==> config.mk <==
export PLATFORM = sky130hd
export DESIGN_NAME = ffe_ram
export DESIGN_NICKNAME = d
export VERILOG_FILES = /design/src/hdl/ffe_ram.sv
export SDC_FILE = /design/constraint.sdc
export NUM_CORES = 1
export LEC_CHECK = 0
export BUFFER_PORTS_ARGS = -buffer_cell sky130_fd_sc_hd__clkbuf_2
export CORE_MARGIN = 4
export CORE_UTILIZATION = 25
export DETAILED_ROUTE_END_ITERATION = 12
export GPL_TIMING_DRIVEN = 0
export PLACE_DENSITY = 0.46
export SYNTH_ARGS = -nofsm -noshare
export SYNTH_HDL_FRONTEND = slang
export SYNTH_SLANG_ARGS = --single-unit
export TNS_END_PERCENT = 20
==> constraint.sdc <==
create_clock -name clock -period 3.7 [get_ports clock]
set_clock_uncertainty 0.05 [all_clocks]
set_input_delay 0.555 -clock clock [delete_from_list [all_inputs] [get_ports clock]]
set_output_delay 0.555 -clock clock [all_outputs]
set_load 0.05 [all_outputs]
==> src/hdl/ffe_ram.sv <==
// generic simple dual-port ram, one write and one registered read port
module ffe_ram #(
   parameter int WIDTH = 8,
   parameter int DEPTH = 16,
   localparam int AW   = $clog2(DEPTH)
) (
   input  logic             clock,
   input  logic             wr_en,
   input  logic [AW-1:0]    wr_addr,
   input  logic [WIDTH-1:0] wr_data,
   input  logic             rd_en,
   input  logic [AW-1:0]    rd_addr,
   output logic [WIDTH-1:0] rd_data
);

   logic [WIDTH-1:0] mem_ff [DEPTH];
   logic [WIDTH-1:0] rd_data_ff;

   // write and read-first registered read
   always_ff @(posedge clock) begin
      if (wr_en) begin
         mem_ff[wr_addr] <= wr_data;
      end
      if (rd_en) begin
         rd_data_ff <= mem_ff[rd_addr];
      end
   end

   assign rd_data = rd_data_ff;

endmodule

# After elaboration in Yosys (flattened, before gate mapping)
# Memories as Yosys holds them, arrays and structs flattened. A register that Yosys moved wholly into a read port is not among the register bits.
# Index checks and enable logic that the tools add are counted.
word_totals:
  ff_bits: 0
  latchBits: 0
  rom_bits: 0
  inputBits: 19
  ram_bits: 128
  output_inout_bits: 8
  elab_cells: 3
  memories: 1
op_classes:
  n_mux: 2
  n_mul: 0
  n_lt_le_gt_ge: 0
  n_addsub: 0
  eq_ne: 0
  n_shift: 0
  bitwise_logic: 0
  reduce_logical: 0
  div: 0
mem_list:
  columns: ["name", "depth", "width", "read_ports", "rd_ports_with_merged_regs", "write_ports", "line_no", "source"]
  rows:
  - ["mem_ff", 16, 8, 1, 1, 1, "16", "logic [WIDTH-1:0] mem_ff [DEPTH];"]
op_table:
  columns: ["cell", "count"]
  rows:
  - ["1-bit 2-to-1 mux", 2]

# Logic depth before layout (Yosys ltp)
# Gate-level depths: netlist of the first run.
logic_depth:
  ltp_word: 2
  mapped_depth: 5
  ltp_nobuf: 3

# Least setup slack after synthesis of the first run
# OpenSTA, ideal clock, no wires.
synth_path:
  path_type: "input to register"
  startpoint: "input wr_addr[2]"
  endpoint: "memory mem_ff[0][0], enable pin"
  required_time_ps: 3267
  stages: 2
  setup_time_ps: 383
  n_path_buf: 0
  setup_slack_ps: 1602
  t_arrival_ps: 1665
  cell_sequence: "or3b_2 nor3_1"
synth_rtl:
  columns: ["item", "line_no", "source"]
  rows:
  - ["start, declared", "9", "input logic [AW-1:0] wr_addr,"]
  - ["end, declared", "16", null]
# No word-level cell before the write port.

# Worst setup path after layout of the first run
layout_path:
  startpoint: "input wr_addr[2]"
  endpoint: "memory mem_ff[0][3], enable pin"
# No word-level cell before the write port.

==> results of run 1 <==
through the flow:
stage / util (%) / worst slack, ns / cell area, um^2
final: 30.9 / 1.69 / 6310
after global routing: 30.9 / 1.62 / 6310
after CTS: 30.9 / 1.69 / 6300
after detailed placement: 27.9 / 1.25 / 5700
after global placement: 27.9 / 0.924 / 5690
after floorplan: - / 1.60 / 5230
synth_stat cells (2+ instances only):
master,count
mux4_1,14
nand3b_1,2
buf_6,3
nor3_1,4
buf_2,3
edfxtp_1,136
clkdlybuf4s25_2,3
mux4_2,18
nor2_1,13
a22oi_1,16
nand2_1,9
nand2b_1,2
worst max-delay path, cell delays in order:
cell and delay (ns):
clkbuf_2 0.13, or3b_2 0.52, nor3_1 0.54, buf_2 0.32
flip-flops by register name (all words and copies together) (netlist names):
register	cells
mem_ff	128
rd_data	8
worst min path at each step:
stage                        from      endpoint  slack (ns)  depth (start not counted)
floorplan              wr_data[0]  mem_ff[0][0]        0.60                          0
finish                      rd_en    rd_data[4]        0.46                          1
detailed placement  mem_ff[15][2]    rd_data[2]        0.72                          3
global placement    mem_ff[15][2]    rd_data[2]        0.70                          3
CTS                         rd_en    rd_data[6]        0.44                          1
global route                rd_en    rd_data[6]        0.46                          1
power groups by stage:
stage                     sequential (W)  combinational (W)  clock, W
after CTS                        0.00174           0.000199   0.00174
after floorplan                  0.00180          0.0000876         0
after global placement           0.00177           0.000195         0
after global routing             0.00175           0.000210   0.00183
final                            0.00174           0.000196   0.00171
after detailed placement         0.00178           0.000199         0
routing by layer:
metal	part of all wire, %	GRT usage (%)
met1	46	13.2
met2	47	14.8
met3	6.5	4.09
met4	0.45	3.01
met5	0.21	0
layout make-up:
| type | count | share of cell area, % |
|---|---|---|
| Clock buffer | 18 | 6.80 |
| Sequential cell | 136 | 64.7 |
| Buffer | 10 | 1.37 |
| Timing Repair Buffer | 27 | 2.14 |
| Multi-Input combinational cell | 83 | 16.9 |
| Tap cell | 270 | 5.35 |
| Clock inverter | 14 | 2.77 |
cell families (layout without fill, tap and decap cells):
| logic type | Yosys count | after routing | synth area share, % |
|---|---|---|---|
| AO/OA/AOI/OAI | 16 | 16 | 2.30 |
| AND/OR/NAND/NOR | 35 | 35 | 3.14 |
| multiplexers | 32 | 32 | 14.8 |
| flip-flops | 136 | 136 | 78.1 |
| buffers and inverters | 10 | 69 | 1.65 |
==> impl_metrics.csv, run 1 <==
group,metric,value,unit
cts,cts_sinks,136,
synthesis,yosysUniqueCellTypes,18,
synthesis,yosys_register_bits,136,
critical_path,path_class,"input port to flop",
sta,fin_crit_sh,54.2,%
synthesis,synth_area_leaders,"edfxtp_1 (78%), mux4_2 (7.8%), mux4_1 (7.0%)",
cts,postCtsSetupBuffers,0,
sta,setup_viol,0,
sta,hold_ws,0.457,ns
cells_and_area,final_layout_size_suffix_gt1_share,30.9,%
floorplan,initial_core_util,25.6,%
cts,cts-htree-levels,4,
grt,grt_pass1_wl,16.4,mm
floorplan,rows,52,
cts,root_buffer,"clkbuf_16",
sta,fin_setup_tns,0,ns
sta,maxSlewViolCount,0,
routing,drc,0,
cells_and_area,num_antenna_cells,0,
floorplan,pin_count,27,
pwr,p_sw_share,21.4,%
critical_path,arrival,2.07,ns
synthesis,syn_nets,248,
synthesis,synthCells,229,
cts,cts_buffer_depth,2,
cells_and_area,nets,294,
sta,slew_headroom,41.9,%
placement,dpl.hpwl,7.17,mm
grt,antenna_found_initial,2,
cells_and_area,multiInputGateArea,1070,um^2
job,cap_violations,0,
floorplan,core_area,20400,um^2
cells_and_area,instances_no_fill,558,
routing,firstDrtPassIters,4,
critical_path,start_kind,"input port",
cells_and_area,most-common-layout-cells,"edfxtp_1 (136), clkbuf_2 (25), mux4_2 (18)",
placement,routabilityCongestion,0.759,
pwr,seqPwrFrac,47.8,%
synthesis,synth_top_flop_cell,"edfxtp_1",
routing,vias_per_cell,4.28,
routing,wl_per_cell,20.0,um
synthesis,yosys_warnings,0,
cells_and_area,syn2layout_area_growth,20.8,%
synthesis,synth.top_cell.area_share,78.1,%
cts,cts_tree,"done",
routing,via_count,2389,
pwr,switching_power,0.000779,W
synthesis,synth_largest_area_cell,"edfxtp_1",
pwr,p_int,0.00287,W
sta,final_hold_viol_count,0,
grt,grt_pass1_vias,2482,
cts,cts_hold_buf,0,
cells_and_area,layout_commonest_cell,"edfxtp_1",
cells_and_area,fillCellCount,2005,
critical_path,crit_path_end,"mem_ff[0][3]",
floorplan,die_w,153,um
synthesis,synthArstFlopShare,0,%
floorplan,die_h,153,um
grt,grt_max_degree,17,
cts,postCtsResizedCells,0,
run_status,status,"completed",
routing,final_antenna_net_count,0,
synthesis,synth-edff-count,136,
sta,fin_crit,2.01,ns
pwr,vdd_drop_max,0.000305,V
sta,fmax,0.499,GHz
synthesis,synth.avg_cell_area,22.8,um^2
routing,drt_iter0_drc,184,
synthesis,yosysSeqAreaShare,78.1,%
critical_path,r2r_setup_slack,1.91,ns
sta,rsz0062_at_grt,"false",
critical_path,critPathMaxFanout,5,
placement,portBuffers,25,
cts,clkLatencyLatePin,0.41,ns
critical_path,cp.required,3.76,ns
critical_path,r2r_end,"rd_data[0]",
pwr,combinationalPowerShare,5.4,%
cts,cts_buffers,17,
sta,tightest_slew,0.868,ns
min_path,hp-class,"input port to flop",
critical_path,rr_startpoint,"mem_ff[5][0]",
critical_path,crit_path_end_kind,"flop",
grt,grt_overflow,0,
floorplan,die-area,23300,um^2
pwr,p_total,0.00365,W
pwr,power_density,578,nW/um^2
critical_path,reg2reg_depth,3,
cts,clk_pin_slew,0.06,ns
grt,track_usage,9.88,%
synthesis,syn_area,5230,um^2
placement,placedCellCount,526,
critical_path,critPathLaunch,"wr_addr[2]",
routing,wl,11.1,mm
cells_and_area,seqCellArea,4080,um^2
pwr,clkPwrFrac,46.8,%
pwr,cellLeakagePower,2.06,nW
Power figures use the tool's default switching activity.
==> inputs of run 2 (changes only) <==
--- a/config.mk
+++ b/config.mk
@@ -10,7 +10,7 @@
 export CORE_UTILIZATION = 25
 export DETAILED_ROUTE_END_ITERATION = 12
 export GPL_TIMING_DRIVEN = 0
-export PLACE_DENSITY = 0.46
+export PLACE_DENSITY = 0.48
 export SYNTH_ARGS = -nofsm -noshare
 export SYNTH_HDL_FRONTEND = slang
 export SYNTH_SLANG_ARGS = --single-unit
==> constraint.sdc (replaced) <==
create_clock -name clock -period 1.7 [get_ports clock]
set_clock_uncertainty 0.05 [all_clocks]
set_input_delay 0.255 -clock clock [delete_from_list [all_inputs] [get_ports clock]]
set_output_delay 0.255 -clock clock [all_outputs]
set_load 0.05 [all_outputs]
==> run 2 against run 1 <==
  * Design area decreased by 0.40%
  * Critical endpoint is now rd_data[3]
  * Non-clock buffer count fell by 2
  * Setup slack got worse by 1.6 ns
  * Largest power group unchanged
  * Combinational power rose by 120%
  * Largest cell class unchanged
  * First-iteration DRC count rose by 16%
  * Worst hold slack worse by 0.33 ns
  * Utilization is 0.12 points lower
  * Via count decreased by 0.75%
==> impl_metrics.csv, run 2 (same netlist as run 1, synthesis figures left out) <==
group,metric,value,unit
critical_path,crit_path_end_kind,"flop",
cts,cts_sinks,136,
critical_path,critPathLaunch,"mem_ff[2][3]",
routing,drc,0,
cells_and_area,largest_reg_flops,128,
placement,place_area,5700,um^2
cts,cts_buffers,17,
cells_and_area,num_antenna_cells,0,
min_path,holdCritStartpoint,"rd_en",
routing,wl,11.0,mm
cts,clkLatencyLatePin,0.41,ns
sta,setup_viol,0,
sta,fin_crit,1.64,ns
floorplan,die_w,153,um
sta,hold_ws,0.132,ns
critical_path,path_class,"flop to flop",
sta,maxSlewViolCount,0,
cts,clk_pin_slew,0.06,ns
floorplan,die-area,23300,um^2
critical_path,arrival,1.75,ns
sta,rsz0062_at_grt,"false",
critical_path,rr_startpoint,"mem_ff[2][3]",
cells_and_area,syn2layout_area_growth,20.3,%
critical_path,slowest_stage,"mux4_1",
placement,portBuffers,25,
routing,via_count,2371,
min_path,hp-class,"input port to flop",
pwr,power_density,1220,nW/um^2
floorplan,core_area,20400,um^2
floorplan,initial_core_util,25.6,%
pwr,cellLeakagePower,2.03,nW
grt,grt_max_degree,17,
placement,routabilityCongestion,0.742,
cts,cts_hold_buf,0,
cells_and_area,final_layout_size_suffix_gt1_share,31.1,%
grt,grt_pass1_wl,16.5,mm
cells_and_area,postLayoutCellArea,6290,um^2
critical_path,path_depth,3,
floorplan,rows,52,
critical_path,slowest_delay,0.53,ns
min_path,hold-path-cell-count,1,
routing,firstDrtPassIters,4,
cells_and_area,layout_commonest_cell,"edfxtp_1",
job,cap_violations,0,
sta,final_hold_viol_count,0,
critical_path,cp_top_family,"multiplexers",
sta,fin_crit_sh,96.6,%
cells_and_area,most-common-layout-cells,"edfxtp_1 (136), clkbuf_2 (25), mux4_2 (18)",
run_status,status,"completed",
cts,postCtsSetupBuffers,0,
placement,dpl.hpwl,7.16,mm
critical_path,cp_cell_sequence,"mux4_1 > a22oi_1 > nand2_1",
critical_path,critPathMaxFanout,1,
sta,fmax,0.609,GHz
critical_path,path_buf_inv,0,
pwr,vdd_drop_max,0.000682,V
cells_and_area,fillCellCount,2009,
cts,cts-htree-levels,4,
critical_path,cp.required,1.81,ns
grt,antenna_found_initial,0,
cells_and_area,nets,292,
critical_path,r2r_end,"rd_data[3]",
cells_and_area,instances_no_fill,556,
cts,cts_tree,"done",
cts,cts_buffer_depth,2,
sta,tightest_slew,1.18,ns
grt,track_usage,9.92,%
sta,slew_headroom,20.7,%
routing,vias_per_cell,4.26,
routing,drt_iter0_drc,213,
placement,placedCellCount,524,
grt,grt_pass1_vias,2597,
floorplan,die_h,153,um
cells_and_area,regMostFlops,"mem_ff",
grt,grt_overflow,0,
min_path,hold_end,"rd_data[5]",
critical_path,reg2reg_depth,3,
critical_path,start_kind,"flop",
routing,final_antenna_net_count,0,
critical_path,r2r_setup_slack,0.06,ns
floorplan,pin_count,27,
routing,wl_per_cell,19.8,um
cts,root_buffer,"clkbuf_16",
## run 2: report_power, final
group,total (W),switching [W],internal [W]
Combinational,0.000428,0.000280,0.000148
Sequential,0.00380,0.0000156,0.00378
Clock,0.00348,0.00134,0.00214
Total,0.00770,0.00163,0.00607
## run 2: how the worst max path moves through the flow
stage	endpoint	slack, ns
finish	rd_data[3]	0.06
floorplan	rd_data[1]	0.11
detailed placement	mem_ff[8][2]	-0.48
CTS	rd_data[0]	0.01
global placement	mem_ff[8][2]	-0.46
global route	rd_data[7]	0.005
## run 2: layout make-up
type,instances,area [um^2],share of cell area (%)
clock inverters,13,131,2.09
plain buffers,10,86.3,1.37
repair buffers,25,125,1.99
well taps,270,338,5.37
clock buffers,19,433,6.88
flip-flops and latches,136,4080,64.9
multi-input cells,83,1090,17.4
## run 2: routing by layer
metal	GRT usage, %	wire [um]
met4	2.67	69
met3	4.43	723
met1	13.2	5150
met2	14.8	5040
met5	0	0
## run 2: timing repair
action,in CTS,in global routing
resized for setup,3,2
hold endpoints to repair,0,0
setup endpoints to repair,10,3
pin swaps,0,1
gates cloned,0,0
## run 2: metrics by stage
stage          worst slack, ns  total power, W  TNS, ns  utilization (%)
6_report                0.0572         0.00770        0             30.8
5_1_grt                0.00521         0.00796        0             30.8
4_1_cts                 0.0129         0.00777        0             30.7
3_5_place_dp            -0.481         0.00430   -25.09             27.9
3_3_place_gp            -0.461         0.00429   -26.40             27.9
2_1_floorplan            0.113         0.00411        0                -
==> inputs of run 3 (changes only) <==
--- a/config.mk
+++ b/config.mk
@@ -10,6 +10,7 @@
 export CORE_UTILIZATION = 25
 export DETAILED_ROUTE_END_ITERATION = 12
 export GPL_TIMING_DRIVEN = 0
+export MAX_ROUTING_LAYER = met4
 export PLACE_DENSITY = 0.48
 export SYNTH_ARGS = -nofsm -noshare
 export SYNTH_HDL_FRONTEND = slang
==> run 3 against run 2 <==
  * Count of clock-buffer cells in the layout did not move
  * Sequential share of layout area did not move
  * First-iteration DRC count rose by 15%
  * Register-to-register slack barely moved
  * Sequential cell count did not move
  * Critical path type unchanged
  * Worst hold slack improved by 0.0037 ns
  * Clock power barely moved
  * Design area did not move
==> impl_metrics.csv, run 3 (same netlist as run 1, synthesis figures left out) <==
group,metric,value,unit
run_status,status,"completed",
critical_path,r2r_end,"rd_data[0]",
pwr,power_density,1220,nW/um^2
job,cap_violations,0,
routing,firstDrtPassIters,4,
routing,wl_per_cell,19.8,um
placement,placedCellCount,524,
grt,grt_pass1_vias,2581,
cells_and_area,syn2layout_area_growth,20.3,%
cells_and_area,postLayoutCoreUtil,30.8,%
floorplan,pin_count,27,
cts,clkLatencyLatePin,0.41,ns
min_path,hp-class,"input port to flop",
routing,final_antenna_net_count,0,
min_path,hold-path-cell-count,1,
cells_and_area,regMostFlops,"mem_ff",
critical_path,critPathMaxFanout,1,
cells_and_area,nets,292,
critical_path,path_buf_inv,0,
cts,cts_tree,"done",
grt,grt_overflow,0,
floorplan,initial_core_util,25.6,%
cts,root_buffer,"clkbuf_16",
critical_path,rr_startpoint,"mem_ff[3][0]",
sta,tightest_slew,1.19,ns
placement,routabilityCongestion,0.752,
routing,wl,11.0,mm
floorplan,die-area,23300,um^2
critical_path,cp_top_family,"multiplexers",
sta,maxSlewViolCount,0,
cts,cts_buffer_depth,2,
sta,slew_headroom,19.9,%
sta,rsz0062_at_grt,"false",
critical_path,slowest_stage,"mux4_1",
cells_and_area,final_layout_size_suffix_gt1_share,31.1,%
floorplan,die_w,153,um
placement,place_area,5700,um^2
critical_path,crit_path_end_kind,"flop",
cts,clk_pin_slew,0.06,ns
critical_path,arrival,1.74,ns
floorplan,rows,52,
critical_path,cp.required,1.80,ns
routing,drt_iter0_drc,246,
critical_path,slowest_delay,0.53,ns
critical_path,r2r_setup_slack,0.06,ns
min_path,holdCritStartpoint,"rd_en",
placement,dpl.hpwl,7.16,mm
sta,fin_setup_tns,0,ns
pwr,p_total,0.00770,W
cells_and_area,instances_no_fill,556,
cells_and_area,largest_reg_flops,128,
sta,setup_viol,0,
routing,drc,0,
pwr,vdd_drop_max,0.000679,V
cells_and_area,layout_commonest_cell,"edfxtp_1",
critical_path,start_kind,"flop",
sta,final_hold_viol_count,0,
cts,cts_buffers,17,
critical_path,path_class,"flop to flop",
cts,cts-htree-levels,4,
cts,cts_hold_buf,0,
cells_and_area,most-common-layout-cells,"edfxtp_1 (136), clkbuf_2 (25), mux4_2 (18)",
grt,track_usage,10.2,%
routing,via_count,2403,
critical_path,critPathLaunch,"mem_ff[3][0]",
sta,fin_crit_sh,96.7,%
cells_and_area,num_antenna_cells,0,
grt,grt_max_degree,17,
grt,antenna_found_initial,0,
routing,vias_per_cell,4.32,
sta,fmax,0.608,GHz
pwr,cellLeakagePower,2.03,nW
critical_path,cp_cell_sequence,"mux4_1 > a22oi_2 > nand2_1",
min_path,hold_end,"rd_data[3]",
grt,grt_pass1_wl,16.5,mm
sta,fin_crit,1.64,ns
cts,cts_sinks,136,
floorplan,core_area,20400,um^2
floorplan,die_h,153,um
critical_path,reg2reg_depth,3,
placement,portBuffers,25,
cells_and_area,postLayoutCellArea,6290,um^2
run 3: cell counts in the layout (fill, tap and decap cells not counted):
No cell type changed its count.
run 3: how the worst max path moves through the flow:
stage | to | slack, ns | depth (start not counted)
floorplan | rd_data[1] | 0.11 | 5
global placement | mem_ff[8][2] | -0.46 | 3
detailed placement | mem_ff[8][2] | -0.48 | 3
CTS | rd_data[0] | 0.01 | 3
global route | rd_data[7] | 0.004 | 3
finish | rd_data[0] | 0.06 | 3
run 3: power breakdown:
group	internal, W	switching [W]
Combinational	0.000148	0.000280
Sequential	0.00378	0.0000155
Clock	0.00214	0.00133
Total	0.00607	0.00163
run 3: layer usage:
layer  routed length, um  track usage (%)
met1                5160             13.7
met2                5090             14.7
met3                 688             3.81
met4                  74             2.80
met5                   0                -
run 3: cell type report:
cell class,count,area [um^2]
clock inverter,13,131
clock buffer,19,433
sequential,136,4080
fill,2009,14100
multi-input combinational,83,1090
buffer,10,86.3
timing repair buffer,25,125
tap,270,338
run 3: worst register-to-register path: cells and delay by family (launching register included):
| kind | cells | cell delay [ns] |
|---|---|---|
| flip-flops | 1 | 0.38 |
| AO/OA/AOI/OAI | 1 | 0.28 |
| multiplexers | 1 | 0.53 |
| AND/OR/NAND/NOR | 1 | 0.14 |
run 3: through the flow:
step	hold slack, ns	setup WS, ns
CTS	0.129	0.0129
global route	0.144	0.00449
global placement	0.557	-0.461
finish	0.136	0.0563
detailed placement	0.565	-0.481
floorplan	0.304	0.113
run 3: what timing repair did:
item / 4_1_cts / 5_1_grt
endpoints found under the setup margin: 10 / 2
buffers inserted: 0 / 0
resized for setup: 3 / 2
cloned: 0 / 0
